--- src/ctd_pkg.sv ---
// Shared types, class codes and the fixed token class table for the detokenizer.
`timescale 1ns / 1ps

package ctd_pkg;

	// Depth limit for block nesting; the 6-bit counter caps it at 63
	localparam int MAX_DEPTH = 63;
	localparam logic [5:0] DEPTH_CAP = 6'((MAX_DEPTH < 63) ? MAX_DEPTH : 63);

	localparam int NAME_W   = 15;
	localparam int DEPTH_W  = 6;
	localparam int IN_TDATA_W  = 8;
	localparam int OUT_TDATA_W = 24;
	localparam int OUT_TUSER_W = 4;

	typedef logic [3:0] cls_t;

	// Token classes
	localparam cls_t CX = 4'd0; // no token
	localparam cls_t CK = 4'd1; // keyword
	localparam cls_t CH = 4'd2; // head keyword
	localparam cls_t CE = 4'd3; // end keyword
	localparam cls_t CA = 4'd4; // arithmetic
	localparam cls_t CR = 4'd5; // relational
	localparam cls_t CL = 4'd6; // logical
	localparam cls_t CS = 4'd7; // special
	localparam cls_t CN = 4'd8; // line break

	// Output groups
	localparam logic [2:0] GRP_KEYWORD = 3'd0;
	localparam logic [2:0] GRP_ARITH   = 3'd1;
	localparam logic [2:0] GRP_REL     = 3'd2;
	localparam logic [2:0] GRP_LOGIC   = 3'd3;
	localparam logic [2:0] GRP_SPECIAL = 3'd4;
	localparam logic [2:0] GRP_USER    = 3'd5;
	localparam logic [2:0] GRP_BREAK   = 3'd6;

	// Class of each single-byte code
	localparam cls_t CLASS_ROM [0:127] = '{
		CX, CH, CH, CH, CH, CH, CH, CH,
		CE, CH, CH, CK, CK, CH, CX, CK,
		CK, CX, CX, CX, CH, CK, CH, CH,
		CX, CH, CX, CX, CH, CX, CH, CH,
		CH, CH, CX, CX, CX, CX, CX, CX,
		CX, CE, CK, CK, CK, CK, CS, CS,
		CX, CX, CS, CS, CS, CS, CS, CS,
		CS, CS, CX, CX, CA, CA, CL, CS,
		CX, CX, CS, CX, CX, CX, CA, CA,
		CA, CA, CA, CA, CS, CX, CX, CX,
		CS, CA, CA, CA, CA, CL, CL, CL,
		CL, CR, CR, CR, CR, CR, CR, CS,
		CX, CX, CX, CX, CN, CN, CN, CN,
		CX, CX, CX, CX, CX, CX, CX, CX,
		CX, CX, CX, CX, CX, CX, CX, CX,
		CX, CX, CX, CX, CX, CX, CX, CX
	};

	function automatic logic [2:0] group_of(input cls_t cls);
		logic [2:0] grp;
		case (cls)
			CA:      grp = GRP_ARITH;
			CR:      grp = GRP_REL;
			CL:      grp = GRP_LOGIC;
			CS:      grp = GRP_SPECIAL;
			CN:      grp = GRP_BREAK;
			default: grp = GRP_KEYWORD;
		endcase
		return grp;
	endfunction

	// Decoder state carried from byte to byte
	typedef struct packed {
		logic [DEPTH_W-1:0] nest_depth;
		logic               prev_kw;
		logic               prev_lb;
		logic [6:0]         pend_hi;
		logic               pend_v;
		logic               stopped;
	} ctd_state_t;

	// One result word
	typedef struct packed {
		logic [NAME_W-1:0]  token_id;
		logic               is_user_name;
		logic [2:0]         token_group;
		logic               space_before;
		logic [DEPTH_W-1:0] indent_before;
		logic               error_flag;
	} ctd_result_t;

endpackage

--- src/ctd_decode.sv ---
// Per-byte decode: class lookup, name id check, depth and indent update.
`timescale 1ns / 1ps

module ctd_decode (
	input  logic [7:0]                  code_byte,
	input  logic                        end_of_code,
	input  logic [ctd_pkg::NAME_W-1:0]  name_count,
	input  ctd_pkg::ctd_state_t         cur,
	output ctd_pkg::ctd_state_t         nxt,
	output logic                        has_result,
	output ctd_pkg::ctd_result_t        res
);

	ctd_pkg::cls_t              cls;
	logic [ctd_pkg::NAME_W-1:0] raw;
	logic [ctd_pkg::NAME_W-1:0] id;
	logic                       raw_low;
	logic [ctd_pkg::DEPTH_W-1:0] depth_dec;

	always_comb begin
		cls     = ctd_pkg::CLASS_ROM[code_byte[6:0]];
		raw     = {cur.pend_hi, code_byte};
		raw_low = (cur.pend_hi == 7'd0) && !code_byte[7];
		id      = raw - ctd_pkg::NAME_W'(128);
		// end keyword closes a block before its own indent is taken
		depth_dec = (cls == ctd_pkg::CE && cur.nest_depth != '0) ?
			cur.nest_depth - 1'b1 : cur.nest_depth;

		nxt        = cur;
		has_result = 1'b0;
		res        = '0;

		if (cur.stopped) begin
			// sticky error: swallow everything
			has_result = 1'b0;
		end else if (cur.pend_v) begin
			// low byte of a user name reference
			nxt.pend_v  = 1'b0;
			nxt.pend_hi = '0;
			has_result  = 1'b1;
			if (raw_low || id >= name_count) begin
				nxt.stopped    = 1'b1;
				res.error_flag = 1'b1;
			end else begin
				res.token_id     = id;
				res.is_user_name = 1'b1;
				res.token_group  = ctd_pkg::GRP_USER;
				res.space_before = cur.prev_kw;
				res.indent_before = (!cur.prev_kw && cur.prev_lb) ? cur.nest_depth : '0;
				nxt.prev_kw = 1'b0;
				nxt.prev_lb = 1'b0;
			end
		end else if (code_byte[7]) begin
			// high byte of a user name reference
			if (end_of_code) begin
				nxt.stopped    = 1'b1;
				has_result     = 1'b1;
				res.error_flag = 1'b1;
			end else begin
				nxt.pend_hi = code_byte[6:0];
				nxt.pend_v  = 1'b1;
			end
		end else begin
			// fixed token
			has_result = 1'b1;
			if (cls == ctd_pkg::CX) begin
				nxt.stopped    = 1'b1;
				res.error_flag = 1'b1;
			end else begin
				res.token_id      = ctd_pkg::NAME_W'(code_byte);
				res.token_group   = ctd_pkg::group_of(cls);
				res.indent_before = (cur.prev_lb && cls != ctd_pkg::CN) ? depth_dec : '0;
				nxt.prev_kw = (cls == ctd_pkg::CK) || (cls == ctd_pkg::CH) ||
					(cls == ctd_pkg::CE);
				nxt.prev_lb = (cls == ctd_pkg::CN);
				nxt.nest_depth = (cls == ctd_pkg::CH && depth_dec < ctd_pkg::DEPTH_CAP) ?
					depth_dec + 1'b1 : depth_dec;
			end
		end
	end

endmodule

--- src/code_token_detokenizer.sv ---
// Top level: input register, decode stage, output register and config register.
// Each input word is registered, then its result word is registered for the master side.
// Throughput: one input word per cycle while results are taken; the decode between the
// input and result registers is one class lookup plus a 15-bit subtract and compare.
// A first byte of a name reference produces no result word, unless it ends the code: then an error word.
// Reset (arst_n low, asynchronous): all decode state, name_count and valid flags clear.
`timescale 1ns / 1ps

module code_token_detokenizer (
	input  logic                              clk,
	input  logic                              arst_n,
	// slave side: tdata = code_byte[7:0]; tlast = end_of_code
	input  logic                              s_tvalid,
	output logic                              s_tready,
	input  logic [ctd_pkg::IN_TDATA_W-1:0]    s_tdata,
	input  logic                              s_tlast,
	// master side: tdata = token_id[14:0], space_before[15], indent_before[21:16],
	// error_flag[22], zero[23]
	output logic                              m_tvalid,
	input  logic                              m_tready,
	output logic [ctd_pkg::OUT_TDATA_W-1:0]   m_tdata,
	// tuser = is_user_name[0], token_group[3:1]
	output logic [ctd_pkg::OUT_TUSER_W-1:0]   m_tuser,
	// config write: name_count
	input  logic                              cfg_valid,
	output logic                              cfg_ready,
	input  logic [ctd_pkg::NAME_W-1:0]        cfg_data
);

	logic                       valid_s1;
	logic [7:0]                 byte_s1;
	logic                       last_s1;
	logic                       out_valid_q;
	ctd_pkg::ctd_result_t       out_q;
	ctd_pkg::ctd_state_t        state_q;
	ctd_pkg::ctd_state_t        state_nxt;
	logic [ctd_pkg::NAME_W-1:0] name_count_q;
	logic                       has_result;
	ctd_pkg::ctd_result_t       res;
	logic                       advance;

	ctd_decode u_decode (
		.code_byte   (byte_s1),
		.end_of_code (last_s1),
		.name_count  (name_count_q),
		.cur         (state_q),
		.nxt         (state_nxt),
		.has_result  (has_result),
		.res         (res)
	);

	// stage 1 moves on when the result slot is free or the word needs none
	assign advance  = valid_s1 && (!out_valid_q || m_tready || !has_result);
	assign s_tready = !valid_s1 || advance;
	assign cfg_ready = 1'b1;

	// config register
	always_ff @(posedge clk or negedge arst_n) begin
		if (!arst_n) begin
			name_count_q <= '0;
		end else if (cfg_valid) begin
			name_count_q <= cfg_data;
		end
	end

	// input register
	always_ff @(posedge clk or negedge arst_n) begin
		if (!arst_n) begin
			valid_s1 <= 1'b0;
		end else if (s_tready) begin
			valid_s1 <= s_tvalid;
		end
	end

	always_ff @(posedge clk) begin
		if (s_tvalid && s_tready) begin
			byte_s1 <= s_tdata[7:0];
			last_s1 <= s_tlast;
		end
	end

	// decode state
	always_ff @(posedge clk or negedge arst_n) begin
		if (!arst_n) begin
			state_q <= '0;
		end else if (advance) begin
			state_q <= state_nxt;
		end
	end

	// result register
	always_ff @(posedge clk or negedge arst_n) begin
		if (!arst_n) begin
			out_valid_q <= 1'b0;
		end else if (advance && has_result) begin
			out_valid_q <= 1'b1;
		end else if (m_tready) begin
			out_valid_q <= 1'b0;
		end
	end

	always_ff @(posedge clk) begin
		if (advance && has_result) begin
			out_q <= res;
		end
	end

	assign m_tvalid = out_valid_q;
	assign m_tdata  = {1'b0, out_q.error_flag, out_q.indent_before, out_q.space_before,
		out_q.token_id};
	assign m_tuser  = {out_q.token_group, out_q.is_user_name};

	// an error word carries nothing else
	a_err_clean: assert property (@(posedge clk) disable iff (!arst_n)
		(m_tvalid && m_tdata[22]) |-> (m_tdata[21:0] == '0 && m_tuser == '0))
		else $error("error word carries nonzero fields");

	// once stopped, the decoder stays stopped
	a_sticky: assert property (@(posedge clk) disable iff (!arst_n)
		state_q.stopped |=> state_q.stopped)
		else $error("error state cleared without reset");

	// user name results always report the user name group
	a_user_grp: assert property (@(posedge clk) disable iff (!arst_n)
		(m_tvalid && m_tuser[0]) |-> (m_tuser[3:1] == ctd_pkg::GRP_USER))
		else $error("user name with wrong group");

	// nesting depth never passes its cap
	a_depth: assert property (@(posedge clk) disable iff (!arst_n)
		state_q.nest_depth <= ctd_pkg::DEPTH_CAP)
		else $error("nest depth above cap");

endmodule

--- config.mk ---
export PLATFORM = sky130hd
export DESIGN_NAME = code_token_detokenizer
export DESIGN_NICKNAME = d
export VERILOG_FILES = /design/src/ctd_pkg.sv /design/src/ctd_decode.sv /design/src/code_token_detokenizer.sv
export SDC_FILE = /design/constraint.sdc
export NUM_CORES = 1
export LEC_CHECK = 0
export ABC_AREA = 1
export BUFFER_PORTS_ARGS = -buffer_cell sky130_fd_sc_hd__buf_4
export CAP_MARGIN = 30
export CELL_PAD_IN_SITES_DETAIL_PLACEMENT = 1
export CELL_PAD_IN_SITES_GLOBAL_PLACEMENT = 1
export CORE_MARGIN = 2
export CORE_UTILIZATION = 47
export CTS_CLUSTER_SIZE = 24
export DETAILED_ROUTE_END_ITERATION = 12
export GPL_ROUTABILITY_DRIVEN = 0
export PLACE_DENSITY_LB_ADDON = 0.05
export SLEW_MARGIN = 20
export SYNTH_ARGS = -nofsm -noshare
export SYNTH_HDL_FRONTEND = slang
export SYNTH_SLANG_ARGS = --single-unit
export TNS_END_PERCENT = 100
--- constraint.sdc ---
create_clock -name clk -period 4.45 [get_ports clk]
set_input_delay 0.445 -clock clk [delete_from_list [all_inputs] [get_ports clk]]
set_output_delay 0.445 -clock clk [all_outputs]
set_load 0.01 [all_outputs]
Word-level counts from Yosys, hierarchy flattened:

Memory sizes are Yosys's and may differ from the RTL's.
Cells that the tools add are included.

* register bits after elaboration: 70
* bits in read-only memories: 512
* input port bits: 29
* logic and storage cells: 105
* memories kept: 1

* $add $sub $neg: 3
* $lt $le $gt $ge: 3
* equal/unequal tests: 13
* mux-type cells: 33
* bitwise operators: 5
* reductions and logical operators: 30

Memory list
* (no name shown): words 128, width 4, read ports 1, clocked after memory_dff 0, write ports 0, line ctd_decode.sv:21 `cls = ctd_pkg::CLASS_ROM[code_byte[6:0]];`

Operators by type and width (count)
* $mux W6: 6
* $mux W15: 2
* $mux W26: 1
* $eq A4 B3 Y1 const B: 4
* $mux W8: 2
* $ge A15 B15 Y1: 1
* $pmux W3 S5: 1
* $sub A15 B8 Y15 const B: 1
* $mux W7: 2
* $mux W11: 1
* $mux W1: 10
* $reduce_and A5 Y1: 2
* $mux W3: 3
* $eq A4 B2 Y1 const B: 2
* $ge A8 B8 Y1 const B: 1
* $logic_and A1 B1 Y1: 8
* $mux W4: 2
* $not A7 Y8: 1
* $logic_not A7 Y1: 1
* $add A6 B1 Y6 const B: 1
* $logic_or A1 B1 Y1: 6
* $lt A6 B6 Y1 const B: 1
* $mux W2: 3
* $reduce_bool A6 Y1: 1
* 14 further kinds: 24

Logic depth before layout (Yosys ltp):

* depth in word-level cells: 11
* gate-level depth with buffers: 22
* mapped depth without buffers: 21

Hierarchy:

Synthesis repeated with hierarchy kept, for this count alone.

* cell total of the unflattened synthesis: 550
* area, all modules: 4430.5 sq um

Modules (own cells, without submodules)
* code_token_detokenizer: times used 1, cells each 188, area each 2464.9 sq um
* ctd_decode: times used 1, cells each 362, area each 1965.6 sq um

Worst setup path before layout:

Ideal clock, no wire load.

* path type: reg2reg
* from: register byte_s1[7]
* to: register out_q (netlist bit m_tdata[16]), data pin
* library setup time: 0.147 ns
* arrival: 2.760 ns
* data required time: 4.303 ns
* setup slack: 1.543 ns
* stages on the path, launching flop included: 17
* period minus slack after synthesis: 2.907 ns
* cells stage by stage: edfxtp_1 inv_1 ha_1 nand2_1 nor2_1 nand3_1 xor2_1 inv_1 ha_1 nand4_1 nor2_1 nor4b_1 nor4_2 nand3_1 nor3_1 nand2_1 a21oi_1

* word-level cells in the longest chain between the ends: 5
* elaborated cells on any way between the ends: 8
* classes of those cells: add/sub (1); order compare (1); mux (3); reduce/logical (3)

RTL lines
* start: declaration: line code_token_detokenizer.sv:31 `logic [7:0] byte_s1;`
* start signal: assignment: line code_token_detokenizer.sv:77 `byte_s1 <= s_tdata[7:0];`
* $sub A15 B8 Y15: line ctd_decode.sv:24 `id = raw - ctd_pkg::NAME_W'(128);`
* via u_decode.id, one bit: line ctd_decode.sv:16 `logic [ctd_pkg::NAME_W-1:0] id;`
* $ge A15 B15 Y1: line ctd_decode.sv:41 `if (raw_low || id >= name_count) begin`
* $logic_or A1 B1 Y1: line ctd_decode.sv:41
* $mux W26: line ctd_decode.sv:41
* $mux W7: line ctd_decode.sv:36 `end else if (cur.pend_v) begin`
* end signal: assignment: line code_token_detokenizer.sv:104 `out_q <= res;`
* end: declaration: line code_token_detokenizer.sv:34 `ctd_pkg::ctd_result_t out_q;`

The timed path passes the listed nets, and every way through them passes these cells.
A chain may end at the register's enable or synchronous reset.

Worst setup path in the final report:

* from: register byte_s1[7]
* to: register out_q (netlist bit m_tuser[1]), data pin

* word-level cells in the longest chain between the ends: 5
* elaborated cells on any way between the ends: 8
* classes of those cells: add/sub (1); order compare (1); mux (3); reduce/logical (3)

RTL lines (line)
* $sub A15 B8 Y15: ctd_decode.sv:24
* via u_decode.id, one bit: ctd_decode.sv:16
* $ge A15 B15 Y1: ctd_decode.sv:41
* $logic_or A1 B1 Y1: ctd_decode.sv:41
* $mux W26: ctd_decode.sv:41
* $mux W3: ctd_decode.sv:36

The timed path passes the listed nets, and every way through them passes these cells.

==> results.toml <==
[yosys]
synth_fp_nets = 551
synth-compound-area-share = 0.0990
netlist.area_leader.share = 0.256
yosys-mux-area-fraction = 0.00267
synth_async_sr_flop_share = 0.486
synth.ff_latch_count = 70
synth_simple_gate_area_share = 0.254
yosys-top-cells-area = "sky130_fd_sc_hd__edfxtp_1 (26%), sky130_fd_sc_hd__dfrtp_1 (20%), sky130_fd_sc_hd__nand2_1 (10%)"
synth.cell_area_um2 = 4220
ys_types = 43
synthAdderAreaFrac = 0.0860
mean_instance_size_in_the_synthesized_netlist_um2 = 8.56
synth_cells = 493
synth_top_family_by_area = "simple AND/OR/NAND/NOR gates"
synth_edf_count = 36
post_synth_xor_area_fraction = 0.0104
library_cell_occupying_the_most_area_in_the_post_synthesis_netlist = "sky130_fd_sc_hd__edfxtp_1"
synth_seq_area_share = 0.458
yosys_warnings = 0
synthFlopType = "sky130_fd_sc_hd__edfxtp_1"

[clocking]
max-clock-path-buffers = 2
cts-hold-fix-buffers = 0
postCtsSetupBuffers = 0
cts.reportedPaths.clkPinSlew_ns = 0.09
post_cts_resize_count = 0
clk_root_buffer_cell = "sky130_fd_sc_hd__clkbuf_8"
numClockSinks = 70
tritoncts = "yes"
cts-htree-levels = 3
worstSkewPairLatency_ns = 0.35
cts_made_buffers = 9

[critical_path]
timing.critical_path.fanout_max = 11
critical_path.cell_chain = "inv_1 -> ha_1 -> nand2_1 -> nor2_1 -> nand3_1 -> xor2_1 -> inv_1 -> ha_1 -> nand4_1 -> nor2_1 -> nor4b_1 -> nor4_2 -> nand3_1 -> nor2_1 -> inv_1 -> o21ai_0"
worst_setup_path_startpoint = "byte_s1[7]"
cp_num_buf_inv = 3
worst_setup_path_start_kind = "flop"
worst-endpoint-required_ns = 4.52
critical_path.slowest_cell = "sky130_fd_sc_hd__nor4b_1"
classification_of_the_worst_setup_path = "reg2reg"
r2r-start = "byte_s1[7]"
timing.critical_path.arrival_ns = 4.00
critical-path-top-delay-family = "simple AND/OR/NAND/NOR gates"
endpoint_kind = "flop"
critical-path-max-stage-delay_ns = 0.62

[min_path]
hold_path_class = "in2async"

[global_routing]
pin_count_of_the_biggest_net_entering_global_routing = 35
grt_pass1_wl_mm = 19.4
antenna_found_initial = 0
grt_pass1_vias = 3798
grt.overflow.total = 0
groute.usage.overall = 0.252

[sta]
fin_tns_setup_ns = 0
finalHoldViolations = 0
worst_slew_pin_slew_ns = 0.712
rsz_0062_raised_after_global_routing = "no"
final_max_slew_violation_count = 0
final.setup_skew_ns = 0.0159
timing.final.crit_share = 0.883
slew_headroom = 0.519
period_minus_slack_ns = 3.93
max_clock_freq_ghz = 0.254
setup_viol = 0

[floorplan]
placement_rows = 34
design.core.area_um2 = 8720
floorplan.initialDensity = 0.484
top_level_ports = 60
floorplan.die.width_um = 98.8
die_height_um = 98.8
area_of_the_die_um2 = 9750

[layout]
end_of_flow_core_utilization = 0.562
final_standard_cell_area_without_fillers_um2 = 4900
area_delta_synth_final_pct = 16.2
num-fill-cells = 1082
layout_commonest_cell = "sky130_fd_sc_hd__nand2_1"
num_antenna_cells = 0
drive_gt1_frac = 0.199
final_nets = 606
layout_common_cells = "sky130_fd_sc_hd__nand2_1 (116), sky130_fd_sc_hd__inv_1 (69), sky130_fd_sc_hd__buf_4 (57)"

[pwr]
static-leakage-power_nw = 2.42
worst_vdd_ir_mv = 0.139
cellPowerDensity_nw_per_um2 = 299

[route]
drt_iter0_markers = 152
drt-total-wl_mm = 11.3
drt-vias-per-instance = 5.36
detailroute.via_count = 3541
route.detailed.drc = 0
detail-route-antenna-nets = 0
first_pass_iters = 4
route.detailed.wl_per_inst_um = 17.0

[placed_design]
post_dp_cell_area_um2 = 4690
port_buffers = 57
hpwlAfterDp_mm = 8.52

[job]
max_cap_violations = 0

[status]
run_status = "finished clean"
routing by layer:
metal  track usage  routed length [µm]  vias to the layer above
met5             0                   0                        -
met4        0.0706                 130                        0
met3        0.0532                 613                       12
met2         0.406                5370                       93
met1         0.346                5140                     1701
li1              -                   -                     1735
power by group:
| part | internal [W] | switching, W | leakage, nW |
|---|---|---|---|
| Sequential | 0.000697 | 0.0000177 | 0.842 |
| Combinational | 0.0000779 | 0.000145 | 1.47 |
| Clock | 0.000261 | 0.000267 | 0.104 |
kinds of logic after synthesis:
| group | count (synthesis) |
|---|---|
| mux | 1 |
| other cells | 2 |
| simple gates | 226 |
| buf+inv | 89 |
| flops | 70 |
| xor+xnor | 5 |
| fa+ha+maj | 29 |
| compound gates | 71 |
through the flow:
stage / total power [W] / hold slack, ns / worst slack, ns / cells
3_5_place_dp: 0.000950 / 0.451 / 0.603 / 644
5_1_grt: 0.00154 / 0.0574 / 0.142 / 661
4_1_cts: 0.00148 / 0.0584 / 0.571 / 660
6_report: 0.00147 / 0.0347 / 0.520 / 661
2_1_floorplan: 0.000881 / 0.149 / 1.54 / 493
3_3_place_gp: 0.000938 / 0.435 / 0.695 / 644
flip-flops by register name, indices dropped and copies added (netlist names):
name / flops
m_tuser: 4
last_s1: 1
name_count_q: 15
m_tvalid: 1
m_tdata: 23
byte_s1: 8
state_q: 17
valid_s1: 1
cell type report:
class                           instances  area [µm²]  share of cell area
Clock buffer                            9         124              0.0253
Clock inverter                          7        72.6              0.0148
Inverter                               75         282              0.0574
Multi-Input combinational cell        334        1920               0.391
Sequential cell                        70        1930               0.394
Tap cell                              108         135              0.0276
Timing Repair Buffer                   58         443              0.0903
cell usage after synthesis, drive strengths merged (2+ instances only):
| master | count |
|---|---|
| nand2 | 124 |
| xor2 | 4 |
| nand4 | 16 |
| conb | 2 |
| or2 | 2 |
| a21oi | 21 |
| dfrtp | 34 |
| o21ai | 35 |
| a31oi | 2 |
| nor3 | 11 |
| clkbuf | 7 |
| nand3 | 30 |
| ha | 29 |
| o22ai | 7 |
| inv | 75 |
| nor2 | 39 |
| buf | 7 |
| edfxtp | 36 |
worst register-to-register path, cell delays in order, from the launching register on:
cell	delay, ns
sky130_fd_sc_hd__edfxtp_1	0.45
sky130_fd_sc_hd__inv_1	0.19
sky130_fd_sc_hd__ha_1	0.19
sky130_fd_sc_hd__nand2_1	0.11
sky130_fd_sc_hd__nor2_1	0.15
sky130_fd_sc_hd__nand3_1	0.11
sky130_fd_sc_hd__xor2_1	0.19
sky130_fd_sc_hd__inv_1	0.07
sky130_fd_sc_hd__ha_1	0.30
sky130_fd_sc_hd__nand4_1	0.13
sky130_fd_sc_hd__nor2_1	0.20
sky130_fd_sc_hd__nor4b_1	0.62
sky130_fd_sc_hd__nor4_2	0.17
sky130_fd_sc_hd__nand3_1	0.15
sky130_fd_sc_hd__nor2_1	0.07
sky130_fd_sc_hd__inv_1	0.33
sky130_fd_sc_hd__o21ai_0	0.20
path summary, 6_finish.rpt:
kind                                    end  slack (ns)  depth (start not counted)
max                              m_tuser[1]        0.52                         16
min                        name_count_q[12]        0.03                          1
max reg2reg                      m_tuser[1]        0.52                         16
min reg2reg                 name_count_q[0]        0.54                          1
max in group asynchronous        state_q[0]        4.04                          1
min in group clk                 byte_s1[1]        0.27                          1
No activity file was read; power rests on OpenSTA's default activity.
